==> src/design/clp_pkg.sv <==
package clp_pkg;

    // Gain format: unsigned Q0.16 with one extra bit so that 1.0 fits.
    localparam int GAIN_BITS  = 16;
    localparam int GAIN_WIDTH = GAIN_BITS + 1;
    localparam logic [GAIN_WIDTH-1:0] GAIN_ONE = GAIN_WIDTH'(1) << GAIN_BITS;

    // Rounding constant added to every gain product before the low bits drop.
    localparam logic [GAIN_WIDTH-1:0] PRODUCT_ROUND = GAIN_WIDTH'(1) << (GAIN_BITS - 1);

    // Configuration port layout.
    localparam int PADDR_WIDTH = 3;
    localparam int PDATA_WIDTH = 32;
    localparam int ORDER_WIDTH = 2;
    localparam logic REG_GAIN  = 1'b0;
    localparam logic REG_ORDER = 1'b1;
    localparam logic [ORDER_WIDTH-1:0] ORDER_RESET = 2'd1;
    localparam logic [ORDER_WIDTH-1:0] ORDER_TWO   = 2'd2;
    localparam logic [ORDER_WIDTH-1:0] ORDER_THREE = 2'd3;

    // Cascade layout.
    localparam int NUM_STAGES = 3;
    // Distance in cycles between the starts of two neighboring stages.
    localparam int STAGE_OFFSET = GAIN_BITS + 1;

    typedef enum logic [1:0] {
        CTRL_IDLE,
        CTRL_RUN,
        CTRL_WRITE
    } ctrl_state_t;

    // Control from the sequencer to one bit-serial stage.
    typedef struct packed {
        logic start;
        logic clear;
    } stage_ctl_t;

endpackage

==> src/design/clp_in_if.sv <==
interface clp_in_if #(
    parameter int SAMPLE_WIDTH = 16
) ();
    logic                           valid;
    logic                           ready;
    logic signed [SAMPLE_WIDTH-1:0] sample_in;
    logic                           clear_state;

    modport source (output valid, output sample_in, output clear_state, input ready);
    modport sink (input valid, input sample_in, input clear_state, output ready);
endinterface

==> src/design/clp_out_if.sv <==
interface clp_out_if #(
    parameter int SAMPLE_WIDTH = 16
) ();
    logic                           valid;
    logic                           ready;
    logic signed [SAMPLE_WIDTH-1:0] sample_out;

    modport source (output valid, output sample_out, input ready);
    modport sink (input valid, input sample_out, output ready);
endinterface

==> src/design/cascaded_first_order_lowpass_unit.sv <==
// Channel    Direction  Transfer when         Payload
// raw        in         valid && ready        sample_in, clear_state
// filtered   out        valid && ready        sample_out
// APB        in         psel&penable&pwrite   filter_gain at 0x0, filter_order at 0x4
//
// A new sample is taken only while the sequencer is idle, that is, once the result
// of the sample before it has been written to the output register.
// The time per sample is set by the three bit-serial stages: each handles one bit
// of its state per cycle, and each stage starts while the one before it is still
// running, so that it takes in the new state bits as they are produced.
// Reset zeroes the three stage states and loads gain 1.0 and order 1.
// A finished result waits in the output register; a new sample is already
// taken while it waits, and the sequencer holds only if that register is full.
module cascaded_first_order_lowpass_unit #(
    parameter int SAMPLE_WIDTH  = 16,
    parameter int FRACTION_BITS = 16
) (
    input  logic                             clk,
    input  logic                             rst_n,
    clp_in_if.sink                           raw,
    clp_out_if.source                        filtered,
    input  logic                             psel,
    input  logic                             penable,
    input  logic                             pwrite,
    input  logic [clp_pkg::PADDR_WIDTH-1:0]  paddr,
    input  logic [clp_pkg::PDATA_WIDTH-1:0]  pwdata,
    output logic [clp_pkg::PDATA_WIDTH-1:0]  prdata,
    output logic                             pready
);
    import clp_pkg::*;

    localparam int STATE_WIDTH = SAMPLE_WIDTH + FRACTION_BITS;
    localparam int RUN_CYCLES  = STATE_WIDTH + GAIN_BITS;
    localparam int SEQ_LAST    = (NUM_STAGES - 1) * STAGE_OFFSET - 1 + RUN_CYCLES;
    localparam int SEQ_WIDTH   = $clog2(SEQ_LAST + 1);
    localparam logic [STATE_WIDTH:0] OUT_ROUND = (STATE_WIDTH + 1)'(1) << (FRACTION_BITS - 1);

    ctrl_state_t                    ctrl_state_reg;
    ctrl_state_t                    ctrl_state_next;
    logic [SEQ_WIDTH-1:0]           seq_cnt_reg;
    logic [GAIN_WIDTH-1:0]          gain_reg;
    logic [ORDER_WIDTH-1:0]         order_reg;
    logic [STATE_WIDTH-1:0]         x_reg;
    logic                           clear_reg;
    logic signed [SAMPLE_WIDTH-1:0] sample_out_reg;
    logic                           out_valid_reg;
    logic [GAIN_WIDTH-1:0]          gain_eff;
    logic                           in_xfer;
    logic                           out_xfer;
    logic                           cfg_write;
    logic                           load_out;
    stage_ctl_t                     stage_ctl [NUM_STAGES];
    logic                           stage_x [NUM_STAGES];
    logic                           stage_out [NUM_STAGES];
    logic signed [STATE_WIDTH-1:0]  stage_state [NUM_STAGES];
    logic signed [STATE_WIDTH-1:0]  sel_state;
    logic [STATE_WIDTH:0]           round_sum;

    assign in_xfer   = raw.valid && raw.ready;
    assign out_xfer  = filtered.valid && filtered.ready;
    assign cfg_write = psel && penable && pwrite;

    // Configuration registers.
    always_ff @(posedge clk or negedge rst_n)
    begin
        if (!rst_n)
        begin
            gain_reg  <= GAIN_ONE;
            order_reg <= ORDER_RESET;
        end
        else if (cfg_write)
        begin
            unique case (paddr[2])
                REG_GAIN:  gain_reg  <= pwdata[GAIN_WIDTH-1:0];
                REG_ORDER: order_reg <= pwdata[ORDER_WIDTH-1:0];
                default:   ;
            endcase
        end
    end

    // Register readback; the port never inserts wait states.
    always_comb
    begin
        prdata = '0;
        unique case (paddr[2])
            REG_GAIN:  prdata[GAIN_WIDTH-1:0]  = gain_reg;
            REG_ORDER: prdata[ORDER_WIDTH-1:0] = order_reg;
            default:   prdata = '0;
        endcase
    end
    assign pready = 1'b1;

    // A gain above 1.0 acts as 1.0.
    assign gain_eff = (gain_reg > GAIN_ONE) ? GAIN_ONE : gain_reg;

    // Sequencer next state.
    always_comb
    begin
        ctrl_state_next = ctrl_state_reg;
        unique case (ctrl_state_reg)
            CTRL_IDLE:
            begin
                if (raw.valid)
                begin
                    ctrl_state_next = CTRL_RUN;
                end
            end
            CTRL_RUN:
            begin
                if (seq_cnt_reg == SEQ_WIDTH'(SEQ_LAST))
                begin
                    ctrl_state_next = CTRL_WRITE;
                end
            end
            CTRL_WRITE:
            begin
                if (!out_valid_reg || filtered.ready)
                begin
                    ctrl_state_next = CTRL_IDLE;
                end
            end
            default: ctrl_state_next = CTRL_IDLE;
        endcase
    end

    // Sequencer outputs: stage starts are staggered so that each stage sees
    // the previous stage's new state bits as they are produced.
    always_comb
    begin
        raw.ready = 1'b0;
        load_out  = 1'b0;
        for (int i = 0; i < NUM_STAGES; i++)
        begin
            stage_ctl[i].start = 1'b0;
            stage_ctl[i].clear = clear_reg;
        end
        stage_ctl[0].clear = raw.clear_state;
        unique case (ctrl_state_reg)
            CTRL_IDLE:
            begin
                raw.ready          = 1'b1;
                stage_ctl[0].start = raw.valid;
            end
            CTRL_RUN:
            begin
                for (int i = 1; i < NUM_STAGES; i++)
                begin
                    stage_ctl[i].start = (seq_cnt_reg == SEQ_WIDTH'(i * STAGE_OFFSET - 1));
                end
            end
            CTRL_WRITE:
            begin
                load_out = !out_valid_reg || filtered.ready;
            end
            default: ;
        endcase
    end

    always_ff @(posedge clk or negedge rst_n)
    begin
        if (!rst_n)
        begin
            ctrl_state_reg <= CTRL_IDLE;
            seq_cnt_reg    <= '0;
        end
        else
        begin
            ctrl_state_reg <= ctrl_state_next;
            if (in_xfer)
            begin
                seq_cnt_reg <= '0;
            end
            else if (ctrl_state_reg == CTRL_RUN)
            begin
                seq_cnt_reg <= seq_cnt_reg + SEQ_WIDTH'(1);
            end
        end
    end

    // Input sample in fixed point, shifted out LSB first with sign extension.
    always_ff @(posedge clk)
    begin
        if (in_xfer)
        begin
            x_reg     <= {raw.sample_in, {FRACTION_BITS{1'b0}}};
            clear_reg <= raw.clear_state;
        end
        else
        begin
            x_reg <= {x_reg[STATE_WIDTH-1], x_reg[STATE_WIDTH-1:1]};
        end
    end

    // Cascade of bit-serial stages, each after the first fed by the one before it.
    assign stage_x[0] = x_reg[0];
    for (genvar i = 1; i < NUM_STAGES; i++)
    begin : g_chain
        assign stage_x[i] = stage_out[i-1];
    end

    for (genvar i = 0; i < NUM_STAGES; i++)
    begin : g_stage
        clp_stage_cell #(
            .STATE_WIDTH (STATE_WIDTH)
        ) u_stage (
            .clk     (clk),
            .rst_n   (rst_n),
            .ctl     (stage_ctl[i]),
            .x_bit   (stage_x[i]),
            .gain    (gain_eff),
            .out_bit (stage_out[i]),
            .state   (stage_state[i])
        );
    end

    // Pick the stage named by the order and round it to a sample, halves up.
    always_comb
    begin
        unique case (order_reg)
            ORDER_TWO:   sel_state = stage_state[1];
            ORDER_THREE: sel_state = stage_state[2];
            default:     sel_state = stage_state[0];
        endcase
    end
    assign round_sum = {sel_state[STATE_WIDTH-1], sel_state} + OUT_ROUND;

    // Output register.
    always_ff @(posedge clk or negedge rst_n)
    begin
        if (!rst_n)
        begin
            out_valid_reg <= 1'b0;
        end
        else if (load_out)
        begin
            out_valid_reg <= 1'b1;
        end
        else if (out_xfer)
        begin
            out_valid_reg <= 1'b0;
        end
    end

    always_ff @(posedge clk)
    begin
        if (load_out)
        begin
            sample_out_reg <= round_sum[STATE_WIDTH-1:FRACTION_BITS];
        end
    end

    assign filtered.valid      = out_valid_reg;
    assign filtered.sample_out = sample_out_reg;

endmodule

==> src/design/clp_stage_cell.sv <==
module clp_stage_cell #(
    parameter int STATE_WIDTH = 32
) (
    input  logic                              clk,
    input  logic                              rst_n,
    input  clp_pkg::stage_ctl_t               ctl,
    input  logic                              x_bit,
    input  logic [clp_pkg::GAIN_WIDTH-1:0]    gain,
    output logic                              out_bit,
    output logic signed [STATE_WIDTH-1:0]     state
);
    import clp_pkg::*;

    localparam int RUN_CYCLES = STATE_WIDTH + GAIN_BITS;
    localparam int CNT_WIDTH  = $clog2(RUN_CYCLES);

    logic signed [STATE_WIDTH-1:0] state_reg;
    logic [STATE_WIDTH-1:0]        sub_reg;
    logic [GAIN_WIDTH-1:0]         prod_reg;
    logic [GAIN_WIDTH-1:0]         prod_next;
    logic [GAIN_WIDTH:0]           prod_sum;
    logic                          borrow_reg;
    logic                          borrow_next;
    logic                          carry_reg;
    logic                          carry_next;
    logic [CNT_WIDTH-1:0]          cnt_reg;
    logic                          busy_reg;
    logic                          s_bit;
    logic                          d_bit;
    logic                          p_bit;
    logic                          a_bit;
    logic                          new_bit;
    logic                          update_phase;

    // Serial subtractor: difference bit of input minus old state, LSB first.
    assign s_bit       = sub_reg[0];
    assign d_bit       = x_bit ^ s_bit ^ borrow_reg;
    assign borrow_next = (~x_bit & s_bit) | (~x_bit & borrow_reg) | (s_bit & borrow_reg);

    // Serial-parallel multiplier: one difference bit times the whole gain per cycle.
    assign prod_sum  = {1'b0, prod_reg} + (d_bit ? {1'b0, gain} : '0);
    assign p_bit     = prod_sum[0];
    assign prod_next = prod_sum[GAIN_WIDTH:1];

    // Serial adder: once the product's fraction bits are gone, add the step to the state.
    assign update_phase = (cnt_reg >= CNT_WIDTH'(GAIN_BITS));
    assign a_bit        = state_reg[0];
    assign new_bit      = a_bit ^ p_bit ^ carry_reg;
    assign carry_next   = (a_bit & p_bit) | (a_bit & carry_reg) | (p_bit & carry_reg);

    // The newest state bit sits at the top; after the run the sign bit stays there.
    assign out_bit = state_reg[STATE_WIDTH-1];
    assign state   = state_reg;

    // Stage state and run control.
    always_ff @(posedge clk or negedge rst_n)
    begin
        if (!rst_n)
        begin
            state_reg <= '0;
            cnt_reg   <= '0;
            busy_reg  <= 1'b0;
        end
        else if (ctl.start)
        begin
            if (ctl.clear)
            begin
                state_reg <= '0;
            end
            cnt_reg  <= '0;
            busy_reg <= 1'b1;
        end
        else if (busy_reg)
        begin
            if (update_phase)
            begin
                state_reg <= {new_bit, state_reg[STATE_WIDTH-1:1]};
            end
            cnt_reg <= cnt_reg + CNT_WIDTH'(1);
            if (cnt_reg == CNT_WIDTH'(RUN_CYCLES - 1))
            begin
                busy_reg <= 1'b0;
            end
        end
    end

    // Serial datapath registers.
    always_ff @(posedge clk)
    begin
        if (ctl.start)
        begin
            sub_reg    <= ctl.clear ? '0 : state_reg;
            prod_reg   <= PRODUCT_ROUND;
            borrow_reg <= 1'b0;
            carry_reg  <= 1'b0;
        end
        else if (busy_reg)
        begin
            sub_reg    <= {sub_reg[STATE_WIDTH-1], sub_reg[STATE_WIDTH-1:1]};
            prod_reg   <= prod_next;
            borrow_reg <= borrow_next;
            if (update_phase)
            begin
                carry_reg <= carry_next;
            end
        end
    end

endmodule

==> src/flat_wrapper.sv <==
// flat-port wrapper written by rule: the top's interface ports become plain ports
module cascaded_first_order_lowpass_unit_flat import clp_pkg::*;
#(
    parameter int SAMPLE_WIDTH  = 16,
    parameter int FRACTION_BITS = 16
)
  (clk, rst_n, psel, penable, pwrite, paddr, pwdata, prdata, pready, raw_valid, raw_sample_in, raw_clear_state, raw_ready, filtered_valid, filtered_sample_out, filtered_ready);
  clp_in_if #(.SAMPLE_WIDTH(SAMPLE_WIDTH)) raw_i ();
  clp_out_if #(.SAMPLE_WIDTH(SAMPLE_WIDTH)) filtered_i ();
  input  logic clk;
  input  logic rst_n;
  input  logic psel;
  input  logic penable;
  input  logic pwrite;
  input  logic [clp_pkg::PADDR_WIDTH-1:0] paddr;
  input  logic [clp_pkg::PDATA_WIDTH-1:0] pwdata;
  output logic [clp_pkg::PDATA_WIDTH-1:0] prdata;
  output logic pready;
  input wire logic [$bits(raw_i.valid)-1:0] raw_valid;
  input wire logic [$bits(raw_i.sample_in)-1:0] raw_sample_in;
  input wire logic [$bits(raw_i.clear_state)-1:0] raw_clear_state;
  output wire logic [$bits(raw_i.ready)-1:0] raw_ready;
  output wire logic [$bits(filtered_i.valid)-1:0] filtered_valid;
  output wire logic [$bits(filtered_i.sample_out)-1:0] filtered_sample_out;
  input wire logic [$bits(filtered_i.ready)-1:0] filtered_ready;
  assign raw_i.valid = raw_valid;
  assign raw_i.sample_in = raw_sample_in;
  assign raw_i.clear_state = raw_clear_state;
  assign raw_ready = raw_i.ready;
  assign filtered_valid = filtered_i.valid;
  assign filtered_sample_out = filtered_i.sample_out;
  assign filtered_i.ready = filtered_ready;
  cascaded_first_order_lowpass_unit #(.SAMPLE_WIDTH(SAMPLE_WIDTH), .FRACTION_BITS(FRACTION_BITS)) u_core (.clk(clk), .rst_n(rst_n), .raw(raw_i), .filtered(filtered_i), .psel(psel), .penable(penable), .pwrite(pwrite), .paddr(paddr), .pwdata(pwdata), .prdata(prdata), .pready(pready));
endmodule
==> config.mk <==
export PLATFORM = sky130hd
export DESIGN_NAME = cascaded_first_order_lowpass_unit_flat
export DESIGN_NICKNAME = d
export VERILOG_FILES = /design/src/design/clp_pkg.sv /design/src/design/clp_in_if.sv /design/src/design/clp_out_if.sv /design/src/design/cascaded_first_order_lowpass_unit.sv /design/src/design/clp_stage_cell.sv /design/src/flat_wrapper.sv
export SDC_FILE = /design/constraint.sdc
export NUM_CORES = 1
export LEC_CHECK = 0
export BUFFER_PORTS_ARGS = -buffer_cell sky130_fd_sc_hd__buf_2
export CORE_ASPECT_RATIO = 1.25
export CORE_UTILIZATION = 55
export CTS_CLUSTER_SIZE = 14
export DETAILED_ROUTE_END_ITERATION = 12
export PLACE_DENSITY = 0.77
export SLEW_MARGIN = 30
export SYNTH_ARGS = -nofsm -noshare
export SYNTH_HDL_FRONTEND = slang
export SYNTH_SLANG_ARGS = --single-unit
==> constraint.sdc <==
create_clock -name clk -period 3.6 [get_ports clk]
set_input_delay 0 -clock clk [delete_from_list [all_inputs] [get_ports clk]]
set_output_delay 0 -clock clk [all_outputs]
set_load 0.01 [all_outputs]
==> run metrics, run 1 <==
result of the run=complete, no violations; Peak VDD IR=341.8 uV; Clock Sinks=348; gr ovfl total=0; final-layout fill cell count=2367; Unique masters post-synth=83; design area=19870 um2; transition time at the pin with the least slew margin=0.8450 ns; first-pass GRT wire length=61.62 mm; post-route ant nets=0; Vias=12500; Setup WS pre-CTS=0.08256 ns; H-tree depth=2; Yosys warnings=0; final hold viol count=0; RSZ-0062 raised after global routing=false; Max stage delay cell, worst path=fa_1; Post CTS Setup Buffer Count=0; Critical Path Start=u_core.g_stage[2].u_stage.sub_reg[0]; CP endpoint kind=register; max cap viols=0; Via density=5.629; largest net degree at the start of global routing=86; most common cell after layout, fill and taps aside=nand2_1; Die X=160.3 um; PortBufs=76; Pwr Total=12.57 mW; Post-Synthesis Cells=1650; Slew Viols, Final=0; I/O pin cnt=110; Worst-Skew Late Latency=0.53 ns; gpl congestion=0.8936; Detailed Routing Iterations Pass 1=4; Placed Area=18220 um2; antenna violations before repair=0; final worst-path cycle share=94.94%; final setup TNS=0 ns; Die Area=32060 um2; CTS Buf Count=36; dpl cells=2117; clock skew=0.02973 ns; commonest cells after routing, fill and taps aside=nand2_1 (290), dfrtp_1 (143), edfxtp_1 (114); vias in the first global route=12550; post-synthesis register bit count=348; Rows=72; CTS tree=yes; CP Data Required Time=3.99 ns; Layout Nets=1914; crit-path max FO=10; DRT Wirelength=37.05 mm; Post-Syn Area=17240 um2; Root Buffer=clkbuf_16; CP Buf/Inv Count=1; DR iter-0 viols=745; Initial Util=55.79%; Post-synth EDFFs=114; Final Setup Violations=0; Ant. Diodes=0; fin worst setup slack=0.1823 ns; Crit Path Category=register to register; clock-pin transition on the worst setup and hold timing paths=0.06 ns; Worst setup SP type=register; Layout Utilization=64.30%; leakage power=8.956 nW; CTS max path bufs=3; core area=30900 um2; DRC=0; dpl hpwl=23.88 mm; Hold WS=0.1087 ns; share of cells above drive strength 1=15.44%; WL/cell=16.68 um; sequential fraction of the synthesis area=51.29%; CP arrival=3.81 ns; total track usage=23.54%; r2r startpoint=u_core.g_stage[2].u_stage.sub_reg[0]; Hold Path Class=primary input to asynchronous set/reset pin; critical path's top delay family=compound AO/OA/AOI/OAI gates; CP cell instances=inv_1, fa_1, nor2b_4, and2_1, ha_1, fa_1, a211oi_2, o21ai_2, a31oi_4, o21ai_1, a311oi_2, xor2_1, o21ai_1; Slew HR=43.67%; die height=199.9 um; Power Density=632.6 nW/um2; area delta synth->final=15.26%; Max Clk Rate=0.2926 GHz; Top FF cell, synth=dfrtp_1; Final min period=3.418 ns; Avg Cell Area, Syn=10.45 um2; CP peak stage delay=0.54 ns; Cell Count, Final, Fillers Out=2221; fraction of registers with async set/reset=41.95%
==> cells in the mapped netlist, types with 22 or more instances <==
library cell,number,area [um2]
and2_1,71,444.2
edfxtp_1,114,3423
dfxtp_1,88,1762
ha_1,58,725.7
a21oi_1,48,240.2
xnor2_1,37,324.1
clkbuf_1,49,183.9
nor2_1,87,326.6
nand3_1,22,110.1
dfrtp_1,144,3603
nand2_1,291,1092
xor2_1,26,227.7
o21ai_0,47,235.2
nand3b_1,93,698.2
mux2i_1,44,440.4
inv_1,37,138.9
a22o_1,94,823.3
nor2b_1,25,156.4
mux2_2,26,292.8
==> power breakdown <==
| group | leakage (nW) | internal (mW) | switching, mW |
|---|---|---|---|
| clock | 0.599 | 2.23 | 1.55 |
| sequential | 3.53 | 4.62 | 0.466 |
| combinational | 4.83 | 1.81 | 1.89 |
| total | 8.96 | 8.67 | 3.90 |
==> layout make-up <==
cell class	count	area (um2)	share of cell area (%)
inverters	40	150.1	0.7557
clock buffers	46	1021	5.139
multi-input cells	1177	7859	39.55
clock inverters	18	185.2	0.9320
flip-flops and latches	348	8842	44.50
repair buffers	185	1303	6.555
well taps	407	509.2	2.563
==> final timing paths <==
check	end	slack, ns	depth (start not counted)
hold / removal	u_core.gain_reg[15]	0.11	2
max in group asynchronous	u_core.order_reg[0]	2.48	3
hold reg to reg	u_core.x_reg[2]	0.43	1
setup / recovery	u_core.g_stage[2].u_stage.prod_reg[15]	0.18	13
setup reg to reg	u_core.g_stage[2].u_stage.prod_reg[15]	0.18	13
min in group clk	u_core.x_reg[18]	0.20	4
==> repair_timing <==
| item | in CTS | in global routing |
|---|---|---|
| resized for setup | 1 | 7 |
| endpoints found under the setup margin | 4 | 15 |
| hold endpoints to repair | 125 | 0 |
| hold buffers | 39 | 0 |
==> metal layers <==
layer	part of all wire [%]	GRT usage [%]
met5	0	0
met4	2.7	7.937
met3	4.0	3.533
met2	51	42.29
met1	43	29.02
==> cell families after synthesis <==
family / count (synthesis) / share of synthesized area (%)
AOI/OAI and AO/OA: 288 / 12.14
and+or+nand+nor: 667 / 19.50
adders and majority gates: 67 / 5.255
buffers and inverters: 139 / 3.774
muxes: 76 / 4.805
DFF: 348 / 51.29
other: 2 / 0.04357
xor gates and xnor gates: 63 / 3.201
Note: power is estimated with default switching activity, not from simulation.
==> inputs of run 2 (changes only) <==
- REMOVE_ABC_BUFFERS: not set -> 1
==> run 2 against run 1 <==
  * Routed wire length up 2.0%
  * Critical path type unchanged
  * Count of clock-buffer cells in the layout up 4
  * Cell count down 0.41%
  * Total power up 0.36%
  * Utilization down 0.20 points
  * Setup slack worse by 0.010 ns
  * Critical path depth unchanged
  * Highest routed layer unchanged
==> run metrics, run 2 (synthesized netlist as in run 1, its figures left out) <==
CP endpoint kind=register (unchanged); total track usage=24.02% (was 23.54%); Via density=5.693 (was 5.629); transition time at the pin with the least slew margin=0.9285 ns (was 0.8450 ns); crit-path max FO=16 (was 10); gpl congestion=0.9084 (was 0.8936); Hold Crit Depth=3; H-tree depth=2 (unchanged); Net Sw Power=3.990 mW (was 3.903 mW); CTS Buf Count=36 (unchanged); gr ovfl total=0 (unchanged); final setup TNS=0 ns (unchanged); switching fraction of total power=31.63% (was 31.05%); leakage power=8.900 nW (was 8.956 nW); Final min period=3.428 ns (was 3.418 ns); Hold Crit Start=raw_valid; first-pass GRT wire length=62.07 mm (was 61.62 mm); Detailed Routing Iterations Pass 1=5 (was 4); CP arrival=3.82 ns (was 3.81 ns); vias in the first global route=12440 (was 12550); clock network power share=30.2% (was 30.1%); Slew HR=37.77% (was 43.67%); Slew Viols, Final=0 (unchanged); Hold Path Class=primary input to register (was primary input to asynchronous set/reset pin); Critical Path Start=u_core.gain_reg[7] (was u_core.g_stage[2].u_stage.sub_reg[0]); largest net degree at the start of global routing=93 (was 86); Initial Util=55.79% (unchanged); antenna violations before repair=0 (unchanged); CTS tree=yes (unchanged); Rows=72 (unchanged); Peak VDD IR=351.2 uV (was 341.8 uV); Max Clk Rate=0.2917 GHz (was 0.2926 GHz); Root Buffer=clkbuf_16 (unchanged); Worst-Skew Late Latency=0.53 ns (about the same); hold worst-path end=u_core.ctrl_state_reg[0]; CP Data Required Time=3.99 ns (about the same); fin worst setup slack=0.1721 ns (was 0.1823 ns); commonest cells after routing, fill and taps aside=nand2_1 (290), dfrtp_1 (143), edfxtp_1 (114) (unchanged); internal power=8.626 mW (was 8.667 mW); RSZ-0062 raised after global routing=false (unchanged); Crit Path Category=register to register (unchanged); Cell Count, Final, Fillers Out=2212 (was 2221); WL/cell=17.09 um (was 16.68 um); final worst-path cycle share=95.22% (was 94.94%); Pwr Total=12.62 mW (was 12.57 mW); share of cells above drive strength 1=14.79% (was 15.44%); I/O pin cnt=110 (unchanged); Reg-to-Reg End=u_core.g_stage[0].u_stage.prod_reg[16] (was u_core.g_stage[2].u_stage.prod_reg[15]); DRT Wirelength=37.81 mm (was 37.05 mm); most common cell after layout, fill and taps aside=nand2_1 (unchanged); Die Area=32060 um2 (unchanged); final hold viol count=0 (unchanged); result of the run=complete, no violations (unchanged); Ant. Diodes=0 (unchanged); clock-pin transition on the worst setup and hold timing paths=0.06 ns (about the same); clock skew=0.01224 ns (was 0.02973 ns); die height=199.9 um (unchanged); Clock Sinks=348 (unchanged); area delta synth->final=14.90% (was 15.26%); Vias=12590 (was 12500); Worst setup SP type=register (unchanged); dpl hpwl=24.59 mm (was 23.88 mm); Flop pwr share=40.6% (was 40.5%); dpl cells=2105 (was 2117); Setup WS pre-CTS=0.06702 ns (was 0.08256 ns); Final Setup Violations=0 (unchanged); max cap viols=0 (unchanged); core area=30900 um2 (unchanged); r2r startpoint=u_core.gain_reg[7] (was u_core.g_stage[2].u_stage.sub_reg[0]); R2R depth=13 (unchanged); DRC=0 (unchanged); CTS max path bufs=3 (unchanged); PortBufs=76 (unchanged); part of the power in combinational logic=29.1% (was 29.5%); post-route ant nets=0 (unchanged); Layout Nets=1903 (was 1914); DR iter-0 viols=610 (was 745); Power Density=636.9 nW/um2 (was 632.6 nW/um2); Die X=160.3 um (unchanged); R2R setup slack=0.17 ns (was 0.18 ns)
## run 2: how the worst max path moves through the flow
stage	end	slack (ns)
2_1_floorplan	u_core.g_stage[0].u_stage.state[0]	-1.43
3_3_place_gp	u_core.g_stage[2].u_stage.prod_reg[15]	0.15
3_5_place_dp	u_core.g_stage[2].u_stage.prod_reg[15]	0.07
4_1_cts	u_core.g_stage[2].u_stage.prod_reg[15]	0.03
5_1_grt	u_core.g_stage[2].u_stage.prod_reg[15]	0.01
6_report	u_core.g_stage[0].u_stage.prod_reg[16]	0.17
## run 2: power groups by stage
stage / Sequential [mW] / Combinational (mW) / Clock [mW]
finish: 5.13 / 3.67 / 3.82
global route: 5.18 / 4.09 / 4.04
CTS: 5.11 / 3.62 / 3.89
detailed placement: 5.18 / 3.55 / 0
global placement: 5.17 / 3.45 / 0
floorplan: 5.03 / 2.62 / 0
## run 2: cell type report
type / count / area [um2]
Fill cell: 2434 / 11090
Sequential cell: 348 / 8842
Multi-Input combinational cell: 1177 / 7860
Timing Repair Buffer: 174 / 1240
Clock buffer: 50 / 1005
Tap cell: 407 / 509.2
Clock inverter: 16 / 200.2
Inverter: 40 / 150.1
## run 2: repair_timing
| action | in CTS | in global routing |
|---|---|---|
| setup buffers | 0 | 1 |
| hold buffers | 38 | 1 |
| endpoints found under the hold margin | 126 | 27 |
| gates resized for setup | 0 | 9 |
| setup endpoints to repair | 0 | 14 |
## run 2: per-stage QoR
step / utilization [%] / area (um2) / hold WS, ns
5_1_grt: 64.10 / 19810 / 0.1457
2_1_floorplan: - / 16790 / -0.2956
3_5_place_dp: 58.67 / 18130 / 0.1448
3_3_place_gp: 58.66 / 18130 / 0.1389
4_1_cts: 63.80 / 19710 / 0.05628
6_report: 64.10 / 19810 / 0.06552
## run 2: per-layer routing
layer | vias up | share of wire, % | track usage [%] | routed length, um
met5 | - | 0 | 0 | 0
met4 | 0 | 3.4 | 10.34 | 1297
met3 | 94 | 4.2 | 3.285 | 1577
met2 | 303 | 50 | 41.58 | 18770
met1 | 6167 | 43 | 30.33 | 16160
li1 | 6028 | - | - | -
## run 2: worst max-delay path, cell delays in order, from the launching register on
cell and delay (ns):
dfrtp_1 0.38, nor4_1 0.38, a41oi_2 0.27, nor2b_1 0.16, buf_4 0.18, and2_1 0.19, ha_1 0.25, a211o_1 0.32
a21oi_1 0.25, o21ai_2 0.16, a21oi_2 0.24, nor3_1 0.08, o31ai_1 0.30, a31oi_1 0.12
==> inputs of run 3 (changes only) <==
--- a/config.mk
+++ b/config.mk
@@ -8,4 +8,6 @@
 export BUFFER_PORTS_ARGS = -buffer_cell sky130_fd_sc_hd__buf_2
+export CELL_PAD_IN_SITES_DETAIL_PLACEMENT = 1
+export CELL_PAD_IN_SITES_GLOBAL_PLACEMENT = 2
 export CORE_ASPECT_RATIO = 1.25
-export CORE_UTILIZATION = 55
+export CORE_UTILIZATION = 36
 export CTS_CLUSTER_SIZE = 14
--- a/constraint.sdc
+++ b/constraint.sdc
@@ -3,2 +3,2 @@
 set_output_delay 0 -clock clk [all_outputs]
-set_load 0.01 [all_outputs]
+set_load 0.02 [all_outputs]
==> run 3 against run 2 <==
  * Register-to-register slack about the same
  * Routed wire length grew 16%
  * Highest routed layer unchanged
  * Cell area up 2.1%
==> run metrics, run 3 (synthesized netlist as in run 1, its figures left out) <==
result of the run=complete, no violations (unchanged); Final min period=3.419 ns (was 3.428 ns); vias in the first global route=13450 (was 12440); dpl hpwl=28.85 mm (was 24.59 mm); Hold Path Class=primary input to register (unchanged); Slew Viols, Final=0 (unchanged); CTS Buf Count=41 (was 36); DRT Wirelength=43.86 mm (was 37.81 mm); Pwr Total=13.01 mW (was 12.62 mW); Max stage delay cell, worst path=fa_1 (was dfrtp_1); max cap viols=0 (unchanged); area delta synth->final=17.28% (was 14.90%); post-route ant nets=0 (unchanged); clock skew=0.02143 ns (was 0.01224 ns); design area=20220 um2 (was 19810 um2); CP cell instances=fa_1, nor2b_2, and2_1, ha_1, fa_1, a211oi_2, o21ai_2, a31oi_4, o21ai_1, a311oi_2, xor2_1, o21ai_1 (was nor4_1, a41oi_2, nor2b_1, buf_4, and2_1, ha_1, a211o_1, a21oi_1, o21ai_2, a21oi_2, nor3_1, o31ai_1, a31oi_1); die height=246.7 um (was 199.9 um); I/O pin cnt=110 (unchanged); WL/cell=17.88 um (was 17.09 um); Via density=5.157 (was 5.693); Final Setup Violations=0 (unchanged); PortBufs=76 (unchanged); CP Data Required Time=4.04 ns (was 3.99 ns); Hold Crit Depth=3 (unchanged); share of cells above drive strength 1=14.70% (was 14.79%); Worst setup SP type=register (unchanged); antenna violations before repair=0 (unchanged); R2R depth=12 (was 13); CP peak stage delay=0.47 ns (was 0.38 ns); Die Area=48770 um2 (was 32060 um2); CTS tree=yes (unchanged); H-tree depth=2 (unchanged); commonest cells after routing, fill and taps aside=nand2_1 (290), dfrtp_1 (144), edfxtp_1 (114) (was nand2_1 (290), dfrtp_1 (143), edfxtp_1 (114)); most common cell after layout, fill and taps aside=nand2_1 (unchanged); Detailed Routing Iterations Pass 1=5 (unchanged); largest net degree at the start of global routing=107 (was 93); Root Buffer=clkbuf_16 (unchanged); DR iter-0 viols=612 (was 610); final setup TNS=0 ns (unchanged); Clock Sinks=348 (unchanged); total track usage=18.46% (was 24.02%); gr ovfl total=0 (unchanged); final worst-path cycle share=94.96% (was 95.22%); CP endpoint kind=register (unchanged); Peak VDD IR=308.9 uV (was 351.2 uV); Hold WS=0.03993 ns (was 0.06552 ns); Power Density=643.8 nW/um2 (was 636.9 nW/um2); Placed Area=18450 um2 (was 18130 um2); Die X=197.7 um (was 160.3 um); clock-pin transition on the worst setup and hold timing paths=0.06 ns (about the same); DRC=0 (unchanged); final hold viol count=0 (unchanged); Rows=89 (was 72); Ant. Diodes=0 (unchanged); RSZ-0062 raised after global routing=false (unchanged); gpl congestion=0.8151 (was 0.9084); Crit Path Category=register to register (unchanged); Worst-Skew Late Latency=0.57 ns (was 0.53 ns); CTS max path bufs=3 (unchanged); Max Clk Rate=0.2925 GHz (was 0.2917 GHz); Slew HR=38.83% (was 37.77%); CP arrival=3.86 ns (was 3.82 ns); Initial Util=36.51% (was 55.79%); first-pass GRT wire length=71.52 mm (was 62.07 mm); leakage power=8.965 nW (was 8.900 nW); core area=47220 um2 (was 30900 um2); crit-path max FO=5 (was 16); transition time at the pin with the least slew margin=0.9176 ns (was 0.9285 ns); Layout Nets=1910 (was 1903); Vias=12650 (was 12590)
[run 3: path summary, 6_finish.rpt]
kind	from	endpoint	slack (ns)
max	u_core.g_stage[1].u_stage.state[31]	u_core.g_stage[2].u_stage.prod_reg[15]	0.18
min	pwrite	u_core.gain_reg[16]	0.04
max reg2reg	u_core.g_stage[1].u_stage.state[31]	u_core.g_stage[2].u_stage.prod_reg[15]	0.18
min reg2reg	u_core.x_reg[17]	u_core.x_reg[16]	0.42
max in group asynchronous	rst_n	u_core.g_stage[0].u_stage.state[5]	2.57
min in group asynchronous	rst_n	u_core.g_stage[1].u_stage.state[16]	0.07
[run 3: area by class of cell]
class / instances / area (um2)
fill: 5284 / 27000
sequential: 348 / 8841
multi-input combinational: 1177 / 7850
timing repair buffer: 176 / 1242
clock buffer: 59 / 1124
tap: 637 / 797.0
clock inverter: 16 / 212.7
inverter: 40 / 150.1
[run 3: routing by layer]
metal  routed length [um]  vias up  GRT usage, %
met1                19510     6367         23.14
met5                    0        -             0
met2                21990      167         32.35
li1                     -     6039             -
met4                 1178        0         6.110
met3                 1179       78         2.714
[run 3: repair_timing]
action,CTS,global route
resized for setup,1,7
endpoints found under the hold margin,144,0
hold buffers,39,0
endpoints found under the setup margin,1,18
pin swaps,0,1
setup buffers,0,0
[run 3: metrics by stage]
| step | worst slack [ns] | util [%] | instances |
|---|---|---|---|
| 2_1_floorplan | -1.477 | - | 1565 |
| 3_3_place_gp | 0.08643 | 39.05 | 2338 |
| 3_5_place_dp | 0.01265 | 39.07 | 2338 |
| 4_1_cts | 0.03836 | 42.73 | 2452 |
| 5_1_grt | 0.002705 | 42.82 | 2453 |
| 6_report | 0.1813 | 42.82 | 2453 |
[run 3: power breakdown]
part / switching [mW] / internal (mW)
registers: 0.484 / 4.62
logic: 1.96 / 1.73
clock network: 1.69 / 2.53
[run 3: worst max-delay path: cells and delay by family (launching register included)]
| kind | cells | cell delay (ns) |
|---|---|---|
| AOI/OAI and AO/OA | 6 | 1.19 |
| xor gates and xnor gates | 1 | 0.20 |
| adders and majority gates | 3 | 1.15 |
| DFF | 1 | 0.44 |
| and+or+nand+nor | 2 | 0.33 |
